<file path="src/rtl/core/bba_pkg.sv">
// bba_pkg: sizes, types and the saturating add for balanced_bin_assigner
// no dependencies
`timescale 1ns / 1ps
`default_nettype none

package bba_pkg;

	localparam int MAX_BINS    = 16;
	localparam int LOAD_BITS   = 48;
	localparam int LEN_W       = 32;
	localparam int NSPLIT_W    = 5;
	localparam int IDX_W       = $clog2(MAX_BINS);
	localparam int CNT_W       = $clog2(MAX_BINS + 1);
	localparam int SUM_W       = LOAD_BITS + IDX_W;
	localparam int PROD_W      = LOAD_BITS + CNT_W;
	localparam int DEV_W       = PROD_W + IDX_W;
	localparam int IN_TDATA_W  = ((LEN_W + 7) / 8) * 8;
	localparam int OUT_FIELD_W = IDX_W + LOAD_BITS + 2;
	localparam int OUT_TDATA_W = ((OUT_FIELD_W + 7) / 8) * 8;

	localparam logic [LOAD_BITS-1:0] LOAD_MAX = {LOAD_BITS{1'b1}};

	typedef logic [LOAD_BITS-1:0] load_t;

	typedef struct packed {
		logic  clip;
		load_t load;
	} sat_res_t;

	// load plus length, held at the top of the range
	function automatic sat_res_t sat_add(input load_t a, input logic [LEN_W-1:0] len);
		logic [LOAD_BITS:0] s;
		sat_res_t           r;
		s = {1'b0, a} + (LOAD_BITS + 1)'(len);
		if (s[LOAD_BITS]) begin
			r.clip = 1'b1;
			r.load = LOAD_MAX;
		end else begin
			r.clip = 1'b0;
			r.load = s[LOAD_BITS-1:0];
		end
		return r;
	endfunction

endpackage

`default_nettype wire

</file>
<file path="src/rtl/core/balanced_bin_assigner.sv">
// balanced_bin_assigner: greedy bin choice by least sum of absolute deviations
// depends on bba_pkg
//
// usage: one transaction on s_axis carries an interval length; one transaction
// on m_axis returns the chosen bin, its new load and two flags. cfg_we writes
// the bin count (0 acts as 1, above MAX_BINS acts as MAX_BINS); the user must
// do so only while the block is idle, as the block itself does not enforce it.
// while fewer bins are open than the bin count, an item opens the next bin; that
// result, like any with one bin, needs no sweep and goes from ST_UPDATE to the output register.
// otherwise, with n open bins, one shared datapath (a read mux, a load-by-n
// multiplier, an absolute difference and accumulators) sweeps the bins: one
// pass for the total, then n trials, one per open bin, each scoring all n bins.
// s_axis_tready is high only when the block is idle; the result waits in an
// output register, so the next item can be accepted before it is taken. if the
// receiver stalls and a second result is done, the block holds until the first
// is taken. reset clears all bin loads, closes all bins and sets the bin count to 1.
`timescale 1ns / 1ps
`default_nettype none

module balanced_bin_assigner
	import bba_pkg::*;
(
	input  wire                    clk,
	input  wire                    arst_n,
	input  wire                    cfg_we,
	input  wire [NSPLIT_W-1:0]     cfg_wdata,      // bin count
	input  wire                    s_axis_tvalid,
	output logic                   s_axis_tready,
	input  wire [IN_TDATA_W-1:0]   s_axis_tdata,   // item_length
	output logic                   m_axis_tvalid,
	input  wire                    m_axis_tready,
	output logic [OUT_TDATA_W-1:0] m_axis_tdata    // bin_index, bin_load, opened_bin, load_saturated
);

	typedef enum logic [2:0] {
		ST_IDLE,
		ST_TOTAL,
		ST_PREP,
		ST_TSET,
		ST_SCORE,
		ST_CMP,
		ST_UPDATE
	} state_t;

	state_t               state_q;
	logic [NSPLIT_W-1:0]  split_q;
	load_t                bin_q [MAX_BINS];
	logic [CNT_W-1:0]     bins_q;
	logic [LEN_W-1:0]     len_q;
	logic [CNT_W-1:0]     iss_q;
	logic [CNT_W-1:0]     t_q;
	logic [IDX_W-1:0]     idx_q;
	logic                 opened_q;
	logic [SUM_W-1:0]     tot_q;
	logic [SUM_W-1:0]     ttot_q;
	load_t                cand_q;
	logic [DEV_W-1:0]     dev_q;
	logic [DEV_W-1:0]     best_q;

	logic                 v_s1, v_s2, v_s3;
	load_t                val_s1;
	logic [PROD_W-1:0]    prod_s2;
	logic [PROD_W-1:0]    absd_s3;

	logic                 out_v_q;
	logic [IDX_W-1:0]     out_idx_q;
	load_t                out_load_q;
	logic                 out_open_q;
	logic                 out_clip_q;

	logic [CNT_W-1:0]     eff;
	logic [IDX_W-1:0]     rd_addr;
	load_t                rd_data;
	sat_res_t             sat_rd;
	logic                 issue;
	logic [PROD_W-1:0]    ttot_ext;

	// effective bin count
	always_comb begin
		if (split_q == '0) begin
			eff = CNT_W'(1);
		end else if (32'(split_q) > 32'(MAX_BINS)) begin
			eff = CNT_W'(MAX_BINS);
		end else begin
			eff = CNT_W'(split_q);
		end
	end

	// single shared read port
	always_comb begin
		case (state_q)
			ST_PREP:   rd_addr = t_q[IDX_W-1:0];
			ST_UPDATE: rd_addr = idx_q;
			default:   rd_addr = iss_q[IDX_W-1:0];
		endcase
	end

	assign rd_data  = bin_q[rd_addr];
	assign sat_rd   = sat_add(rd_data, len_q);
	assign issue    = (state_q == ST_TOTAL || state_q == ST_SCORE) && (iss_q < bins_q);
	assign ttot_ext = PROD_W'(ttot_q);

	assign s_axis_tready = (state_q == ST_IDLE);
	assign m_axis_tvalid = out_v_q;
	assign m_axis_tdata  = {(OUT_TDATA_W - OUT_FIELD_W)'(0), out_clip_q, out_open_q,
		out_load_q, out_idx_q};

	always_ff @(posedge clk or negedge arst_n) begin
		if (!arst_n) begin
			state_q     <= ST_IDLE;
			split_q     <= NSPLIT_W'(1);
			for (int i = 0; i < MAX_BINS; i++) begin
				bin_q[i] <= '0;
			end
			bins_q      <= '0;
			len_q       <= '0;
			iss_q       <= '0;
			t_q         <= '0;
			idx_q       <= '0;
			opened_q    <= 1'b0;
			tot_q       <= '0;
			ttot_q      <= '0;
			cand_q      <= '0;
			dev_q       <= '0;
			best_q      <= '0;
			v_s1        <= 1'b0;
			v_s2        <= 1'b0;
			v_s3        <= 1'b0;
			val_s1      <= '0;
			prod_s2     <= '0;
			absd_s3     <= '0;
			out_v_q     <= 1'b0;
			out_idx_q   <= '0;
			out_load_q  <= '0;
			out_open_q  <= 1'b0;
			out_clip_q  <= 1'b0;
		end else begin
			if (cfg_we) begin
				split_q <= cfg_wdata;
			end
			if (out_v_q && m_axis_tready && state_q != ST_UPDATE) begin
				out_v_q <= 1'b0;
			end

			// sweep pipeline: read, multiply by n, absolute difference
			v_s1 <= issue;
			if (issue) begin
				val_s1 <= (state_q == ST_SCORE && iss_q == t_q) ? cand_q : rd_data;
				iss_q  <= iss_q + CNT_W'(1);
			end
			v_s2    <= v_s1 && (state_q == ST_SCORE);
			prod_s2 <= PROD_W'(val_s1) * PROD_W'(bins_q);
			v_s3    <= v_s2;
			absd_s3 <= (prod_s2 >= ttot_ext) ? (prod_s2 - ttot_ext) : (ttot_ext - prod_s2);

			unique case (state_q)
				ST_IDLE: begin
					if (s_axis_tvalid) begin
						len_q <= s_axis_tdata[LEN_W-1:0];
						iss_q <= '0;
						tot_q <= '0;
						if (bins_q < eff) begin
							idx_q    <= bins_q[IDX_W-1:0];
							opened_q <= 1'b1;
							bins_q   <= bins_q + CNT_W'(1);
							state_q  <= ST_UPDATE;
						end else if (eff == CNT_W'(1)) begin
							idx_q    <= '0;
							opened_q <= 1'b0;
							state_q  <= ST_UPDATE;
						end else begin
							opened_q <= 1'b0;
							state_q  <= ST_TOTAL;
						end
					end
				end
				ST_TOTAL: begin
					if (v_s1) begin
						tot_q <= tot_q + SUM_W'(val_s1);
					end
					if (!issue && !v_s1) begin
						t_q     <= '0;
						state_q <= ST_PREP;
					end
				end
				ST_PREP: begin
					cand_q  <= sat_rd.load;
					ttot_q  <= tot_q - SUM_W'(rd_data);
					state_q <= ST_TSET;
				end
				ST_TSET: begin
					ttot_q  <= ttot_q + SUM_W'(cand_q);
					iss_q   <= '0;
					dev_q   <= '0;
					state_q <= ST_SCORE;
				end
				ST_SCORE: begin
					if (v_s3) begin
						dev_q <= dev_q + DEV_W'(absd_s3);
					end
					if (!issue && !v_s1 && !v_s2 && !v_s3) begin
						state_q <= ST_CMP;
					end
				end
				ST_CMP: begin
					if (t_q == '0 || dev_q < best_q) begin
						best_q <= dev_q;
						idx_q  <= t_q[IDX_W-1:0];
					end
					if (t_q + CNT_W'(1) == bins_q) begin
						state_q <= ST_UPDATE;
					end else begin
						t_q     <= t_q + CNT_W'(1);
						state_q <= ST_PREP;
					end
				end
				ST_UPDATE: begin
					if (!out_v_q || m_axis_tready) begin
						bin_q[idx_q] <= sat_rd.load;
						out_v_q      <= 1'b1;
						out_idx_q    <= idx_q;
						out_load_q   <= sat_rd.load;
						out_open_q   <= opened_q;
						out_clip_q   <= sat_rd.clip;
						state_q      <= ST_IDLE;
					end
				end
				default: begin
					state_q <= ST_IDLE;
				end
			endcase
		end
	end

endmodule

`default_nettype wire

</file>
<file path="config.mk">
export PLATFORM = sky130hd
export DESIGN_NAME = balanced_bin_assigner
export DESIGN_NICKNAME = d
export VERILOG_FILES = /design/src/rtl/core/bba_pkg.sv /design/src/rtl/core/balanced_bin_assigner.sv
export SDC_FILE = /design/constraint.sdc
export NUM_CORES = 2
export LEC_CHECK = 0
export BUFFER_PORTS_ARGS = -buffer_cell sky130_fd_sc_hd__buf_2
export CAP_MARGIN = 10
export CORE_MARGIN = 4
export CORE_UTILIZATION = 40
export DETAILED_ROUTE_END_ITERATION = 8
export GPL_ROUTABILITY_DRIVEN = 0
export GPL_TIMING_DRIVEN = 1
export PLACE_DENSITY = 0.61
export SETUP_SLACK_MARGIN = 0.15
export SYNTH_ARGS = -nofsm -noshare
export SYNTH_HDL_FRONTEND = slang
export SYNTH_SLANG_ARGS = --single-unit
export TNS_END_PERCENT = 5
</file>
<file path="constraint.sdc">
create_clock -name clk -period 6.55 [get_ports clk]
set_input_delay 0.655 -clock clk [delete_from_list [all_inputs] [get_ports clk]]
set_output_delay 0.655 -clock clk [all_outputs]
set_load 0.05 [all_outputs]
</file>
After elaboration in Yosys (flattened, before gate mapping). Cells that the tools add are included.

Multipliers: 1. Mux-type cells: 41. Bitwise logic cells: 2. Order comparisons: 8. Add/subtract/negate cells: 10. Reductions and logical operators: 34. Equality and inequality tests: 19.

Operator list (number): bitwise mux 768 bit (1); one-hot mux 52 bit (2 select lines) (2); binary-select mux 48 bit (select 4 bit) (1); demux 48 bit (select 4 bit) (1); 2-to-1 mux 48 bit (4); one-hot mux 57 bit (2 select lines) (1); adder 52 x 48 -> 52 bit (2); 2-to-1 mux 52 bit (2); adder 57 x 53 -> 57 bit (1); less-than comparator 57 bit (1); 2-to-1 mux 57 bit (1); greater-or-equal comparator 53 x 52 -> 1 bit (1); multiplier 48 x 5 -> 53 bit (1); 2-to-1 mux 53 bit (1); subtractor 52 x 53 -> 53 bit (1); subtractor 53 x 52 -> 53 bit (1); subtractor 52 x 48 -> 52 bit (1); adder 48 x 32 -> 49 bit (1); 2-to-1 mux 49 bit (1); 2-to-1 mux 5 bit (6); 2-to-1 mux 3 bit (7); one-hot mux 3 bit (7 select lines) (1); one-hot mux 5 bit (2 select lines) (2); 2-to-1 mux 4 bit (4); 26 further kinds (70).

Register bits after elaboration: 1306. Output and inout port bits: 58. Input port bits: 42.

Longest topological paths before layout.
Word-level depth: 9. Depth in mapped cells: 35. Mapped depth without buffers: 23.

Worst setup path before layout. OpenSTA, ideal clock, no wires.

Kind: register to register. Start point: register state_q[1]. End point: register bin_q[335] (netlist name). Setup time: 0.132 ns. Data arrival time: 6.311 ns. Cell stages (with the launch flop): 34. Clock period less this slack: 6.443 ns. Buffers on the path: 13. Data required time: 6.418 ns. Slack: 0.107 ns. Cells stage by stage: dfrtp_1 buf_6 nor2b_4 buf_6 buf_6 mux2_2 buf_2 buf_4 buf_4 buf_4 buf_4 buf_2 buf_1 mux4_2 nand2_1 and3_1 a31oi_1 ha_1 clkbuf_1 a21o_1 a21o_1 a21oi_1 o211ai_1 a221o_1 a21oi_1 o21ai_0 a21o_1 a31oi_1 nand2b_2 nor2_4 buf_4 o41ai_2 buf_2 o21ai_1.

Cells in the longest elaborated chain, start to end: 9.

RTL lines: from (decl) (line balanced_bin_assigner.sv:45) `state_t state_q;`; from (signal assigned) (line balanced_bin_assigner.sv:110) `state_q <= ST_IDLE;`; from (signal assigned) (line balanced_bin_assigner.sv:166) `state_q <= ST_UPDATE;`; from (signal assigned) (line balanced_bin_assigner.sv:170) `state_q <= ST_UPDATE;`; == test 3 bit / == test 3 x 2 -> 1 bit (equally long branches) (line balanced_bin_assigner.sv:91, balanced_bin_assigner.sv:156); one-hot mux 4 bit (2 select lines) (line balanced_bin_assigner.sv:91) `case (state_q)`; NOT 4 -> 5 bit (implied by the code) (line balanced_bin_assigner.sv:98) `assign rd_data = bin_q[rd_addr];`; binary-select mux 48 bit (select 4 bit) (line balanced_bin_assigner.sv:98); 2-to-1 mux 48 bit (implied by the code) (2 in a row) (line balanced_bin_assigner.sv:98); adder 48 x 32 -> 49 bit (line bba_pkg.sv:34) `s = {1'b0, a} + (LOAD_BITS + 1)'(len);`; 2-to-1 mux 49 bit (line bba_pkg.sv:35) `if (s[LOAD_BITS]) begin`; bitwise mux 768 bit (line balanced_bin_assigner.sv:219) `bin_q[idx_q] <= sat_rd.load;`; to (signal, indexed assignment) (line balanced_bin_assigner.sv:219); to (decl) (line balanced_bin_assigner.sv:47) `load_t bin_q [MAX_BINS];`.

Several ways; a longest one is shown, not always the timed one. The select of a mux whose other input is x is not followed. A chain may end at the register's enable or synchronous reset.

Final worst setup path.
Start point: register state_q[0]. End point: register bin_q[652] (netlist name).

The elaborated chain is that of the path after synthesis.

==> results.py <==
metrics = {
    "critical_path": {
        "cp.arrival_ns": 6.93,
        "rr_worst_depth": 21,
        "path_class": "flip-flop to flip-flop",
        "rr_endpoint": "bin_q[652]",
        "rr_startpoint": "state_q[0]",
        "cp-end-kind": "flip-flop",
        "required_ns": 7.19,
        "r2r_setup_slack_ns": 0.27,
        "path_max_fanout": 41,
        "worstSetupStartpointType": "flip-flop",
    },
    "drt": {
        "dr.pass1.iters": 6,
        "avgRoutedWirePerCell_um": 21.3,
        "ant_nets": 0,
        "num_vias": 67100,
        "drtIter0Drc": 5585,
        "routed_wl_mm": 254,
        "viasPerCell": 5.63,
        "drc": 0,
    },
    "synthesis": {
        "synth_edf_count": 0,
        "synth.avg_cell_area_um2": 8.96,
        "synth_seq_area_share": 0.400,
        "synthSimpleGateAreaFrac": 0.158,
        "synth-xor-area-share": 0.0372,
        "synth_area_mm2": 0.0816,
        "synthCells": 9113,
        "synthArstFlopShare": 1.00,
        "synth_top_family_by_area": "compound AO/OA/AOI/OAI gates",
        "ys_warn_count": 0,
        "synth_cell_types": 122,
        "synth_ff_type": "dfrtp_1",
        "synthMuxAreaShare": 0.0559,
        "synth_fa_ha_area_frac": 0.106,
        "ys_seq_elements": 1306,
        "synth_compound_area_frac": 0.192,
    },
    "sta": {
        "fmax_ghz": 0.159,
        "worst_pin_slew_ns": 1.22,
        "drv_slew": 0,
        "final.min_clock_period_ns": 6.28,
        "finalSetupViolations": 0,
        "hold_viol": 0,
        "holdWs_ns": 0.0446,
        "fin_crit_sh": 0.959,
        "finClkSkew_ns": 0.0740,
        "max_slew_margin": 0.186,
        "grt_setup_unrepaired": "yes",
    },
    "layout": {
        "drive_above_1_share": 0.104,
        "syn2layout_area_growth_pct": 12.0,
        "layout_common_cells": "1548 x nand2_1, 1301 x dfrtp_1, 1218 x o21ai_0",
        "final_common_cell": "nand2_1",
        "num-fill-cells": 19200,
        "fin_nets": 9759,
        "fin_cells": 11900,
    },
    "floorplan": {
        "die_width_um": 460,
        "row_count": 165,
        "initial_utilization": 0.403,
        "die-area_mm2": 0.211,
        "core_area_mm2": 0.203,
        "fp.dieH_um": 460,
        "io_pins": 100,
    },
    "placement": {
        "placed_cells": 11600,
        "numPortBuffers": 97,
        "dp_hpwl_mm": 181,
    },
    "global_routing": {
        "grt_pass1_wl_mm": 393,
        "antenna_found_initial": 6,
        "grt.total_usage": 0.238,
        "grt_overflow": 0,
        "grt_pass1_vias": 66200,
        "grt_max_degree": 185,
    },
    "min_path": {
        "hold_depth": 3,
        "hold_start": "s_axis_tdata[20]",
        "hp-class": "primary input to flip-flop",
        "min_to": "len_q[20]",
    },
    "power_and_ir_drop": {
        "p_leak_uw": 0.0426,
        "power.density_mw_per_mm2": 599,
        "max-vdd-ir-drop_mv": 0.438,
    },
    "clocking": {
        "cts_max_path_buffers": 3,
        "clk_latency_ns": 0.83,
        "numCtsBuffers": 148,
        "cts_tree": "done",
        "cts_root_buf": "clkbuf_16",
        "clock-sinks": 1306,
        "cts_htree_levels": 4,
        "path_clk_slew_ns": 0.06,
    },
    "flow_run": {
        "drv_cap": 0,
    },
    "run_status": {
        "status": "completed",
    },
}
worst max-delay path by stage:
stage                from  slack [ns]    endpoint  cells past startpoint
3_5_place_dp   state_q[0]       -0.27  bin_q[299]                     23
6_report       state_q[0]        0.27  bin_q[652]                     21
3_3_place_gp   state_q[0]       -0.15  bin_q[635]                     22
4_1_cts        state_q[0]        0.16  cand_q[47]                     22
2_1_floorplan  state_q[1]        0.20  bin_q[335]                     32
5_1_grt        state_q[0]        0.07  bin_q[364]                     21
cell usage after synthesis (all sizes together), types with 11 or more instances:
cell type | instances | area (µm²)
nand2 | 1565 | 5870
dfrtp | 1305 | 32700
o21ai | 1267 | 6370
a21oi | 576 | 2890
inv | 483 | 1810
nor2 | 465 | 1790
ha | 445 | 5570
clkbuf | 424 | 1590
a21o | 245 | 1840
xnor2 | 227 | 2010
and2 | 216 | 1350
nand3 | 187 | 936
fa | 143 | 2860
mux2i | 135 | 1380
mux4 | 128 | 2880
buf | 118 | 792
xor2 | 118 | 1030
nor3 | 81 | 432
nand2b | 78 | 490
nor2b | 75 | 477
nand4 | 74 | 463
o21bai | 74 | 563
a31oi | 68 | 455
and3 | 54 | 338
o21a | 50 | 375
a211oi | 45 | 348
o211ai | 36 | 270
mux2 | 26 | 304
o31ai | 25 | 193
or3 | 23 | 144
a32oi | 21 | 184
or2 | 21 | 134
a31o | 20 | 175
a2111oi | 19 | 204
nor4 | 19 | 119
maj3 | 18 | 184
a221oi | 17 | 149
a22oi | 16 | 120
a211o | 15 | 131
o22ai | 15 | 100
a311oi | 14 | 129
o41ai | 13 | 148
a21boi | 12 | 90.1
or4 | 12 | 97.6
o221ai | 11 | 96.3
metal layers:
layer | vias to the layer above | routed length [µm] | part of all wire | track usage
met4 | 2 | 12100 | 0.047 | 0.0996
met1 | 32900 | 111000 | 0.44 | 0.324
met3 | 520 | 17400 | 0.069 | 0.0404
met2 | 2198 | 113000 | 0.45 | 0.374
li1 | 31500 | - | - | -
met5 | - | 9 | 0.000035 | 0
cells by family (layout without fill, tap and decap cells):
logic type | count (synthesis) | in the layout
and+or+nand+nor | 2898 | 2899
AOI/OAI and AO/OA | 2642 | 2642
DFF | 1306 | 1306
buffers and inverters | 1026 | 1155
adders and majority gates | 606 | 606
xor gates and xnor gates | 345 | 345
muxes | 289 | 289
other | 1 | 5
repair_timing:
item	in CTS	in global routing
cloned	1	1
buffers inserted	1	6
hold endpoints to repair	101	0
resized for setup	21	40
endpoints found under the setup margin	826	831
hold buffers	10	0
pin swaps	2	8
stage by stage:
stage	TNS, ns	instance area, µm²	total power (µW)	util	setup WS, ns
2_1_floorplan	0	81600	33900	-	0.200
3_3_place_gp	-10.49	86000	44800	0.425	-0.148
3_5_place_dp	-40.14	86000	45300	0.425	-0.275
4_1_cts	0	91200	54100	0.450	0.161
5_1_grt	0	91400	58500	0.451	0.0674
6_report	0	91400	54700	0.452	0.266
worst max-delay path, cell delays in order, from the launching register on:
cell	delay, ns
dfrtp_2	0.42
nor2b_4	0.26
mux2i_4	0.30
buf_12	0.26
buf_12	0.31
mux2i_1	0.12
mux2_2	0.28
mux2_2	0.27
a21oi_1	0.33
ha_1	0.37
a2111oi_0	0.62
o41ai_2	0.24
a311oi_4	0.34
buf_4	0.18
o21ai_1	0.13
a21oi_1	0.31
o31a_1	0.29
nor2_1	0.09
nor3_1	0.21
o22a_1	0.30
buf_4	0.28
o21ai_0	0.12
sequential cells by signal, indices dropped and copies added (netlist names), 3 cells and up:
| register | cells |
|---|---|
| bin_q | 768 |
| best_q | 57 |
| dev_q | 57 |
| absd_s3 | 53 |
| prod_s2 | 53 |
| tot_q | 52 |
| ttot_q | 52 |
| cand_q | 48 |
| out_load_q | 48 |
| val_s1 | 48 |
| len_q | 32 |
| bins_q | 5 |
| iss_q | 5 |
| split_q | 5 |
| t_q | 5 |
| idx_q | 4 |
| out_idx_q | 4 |
| state_q | 3 |
final cells by class:
cell class	count	area [µm²]	area share
multi-input combinational	6783	45300	0.495
clock buffer	204	4200	0.0460
tap	2672	3340	0.0366
sequential	1306	32700	0.357
clock inverter	61	787	0.00861
inverter	484	1820	0.0199
timing repair buffer	406	3320	0.0363
antenna	3	7.51	0.0000821
power by group:
| group | switching (µW) | total [µW] | internal (µW) |
|---|---|---|---|
| registers | 2120 | 12400 | 10300 |
| clock network | 3640 | 8500 | 4860 |
| logic | 21300 | 33800 | 12500 |
(Power assumes the default switching activity.)
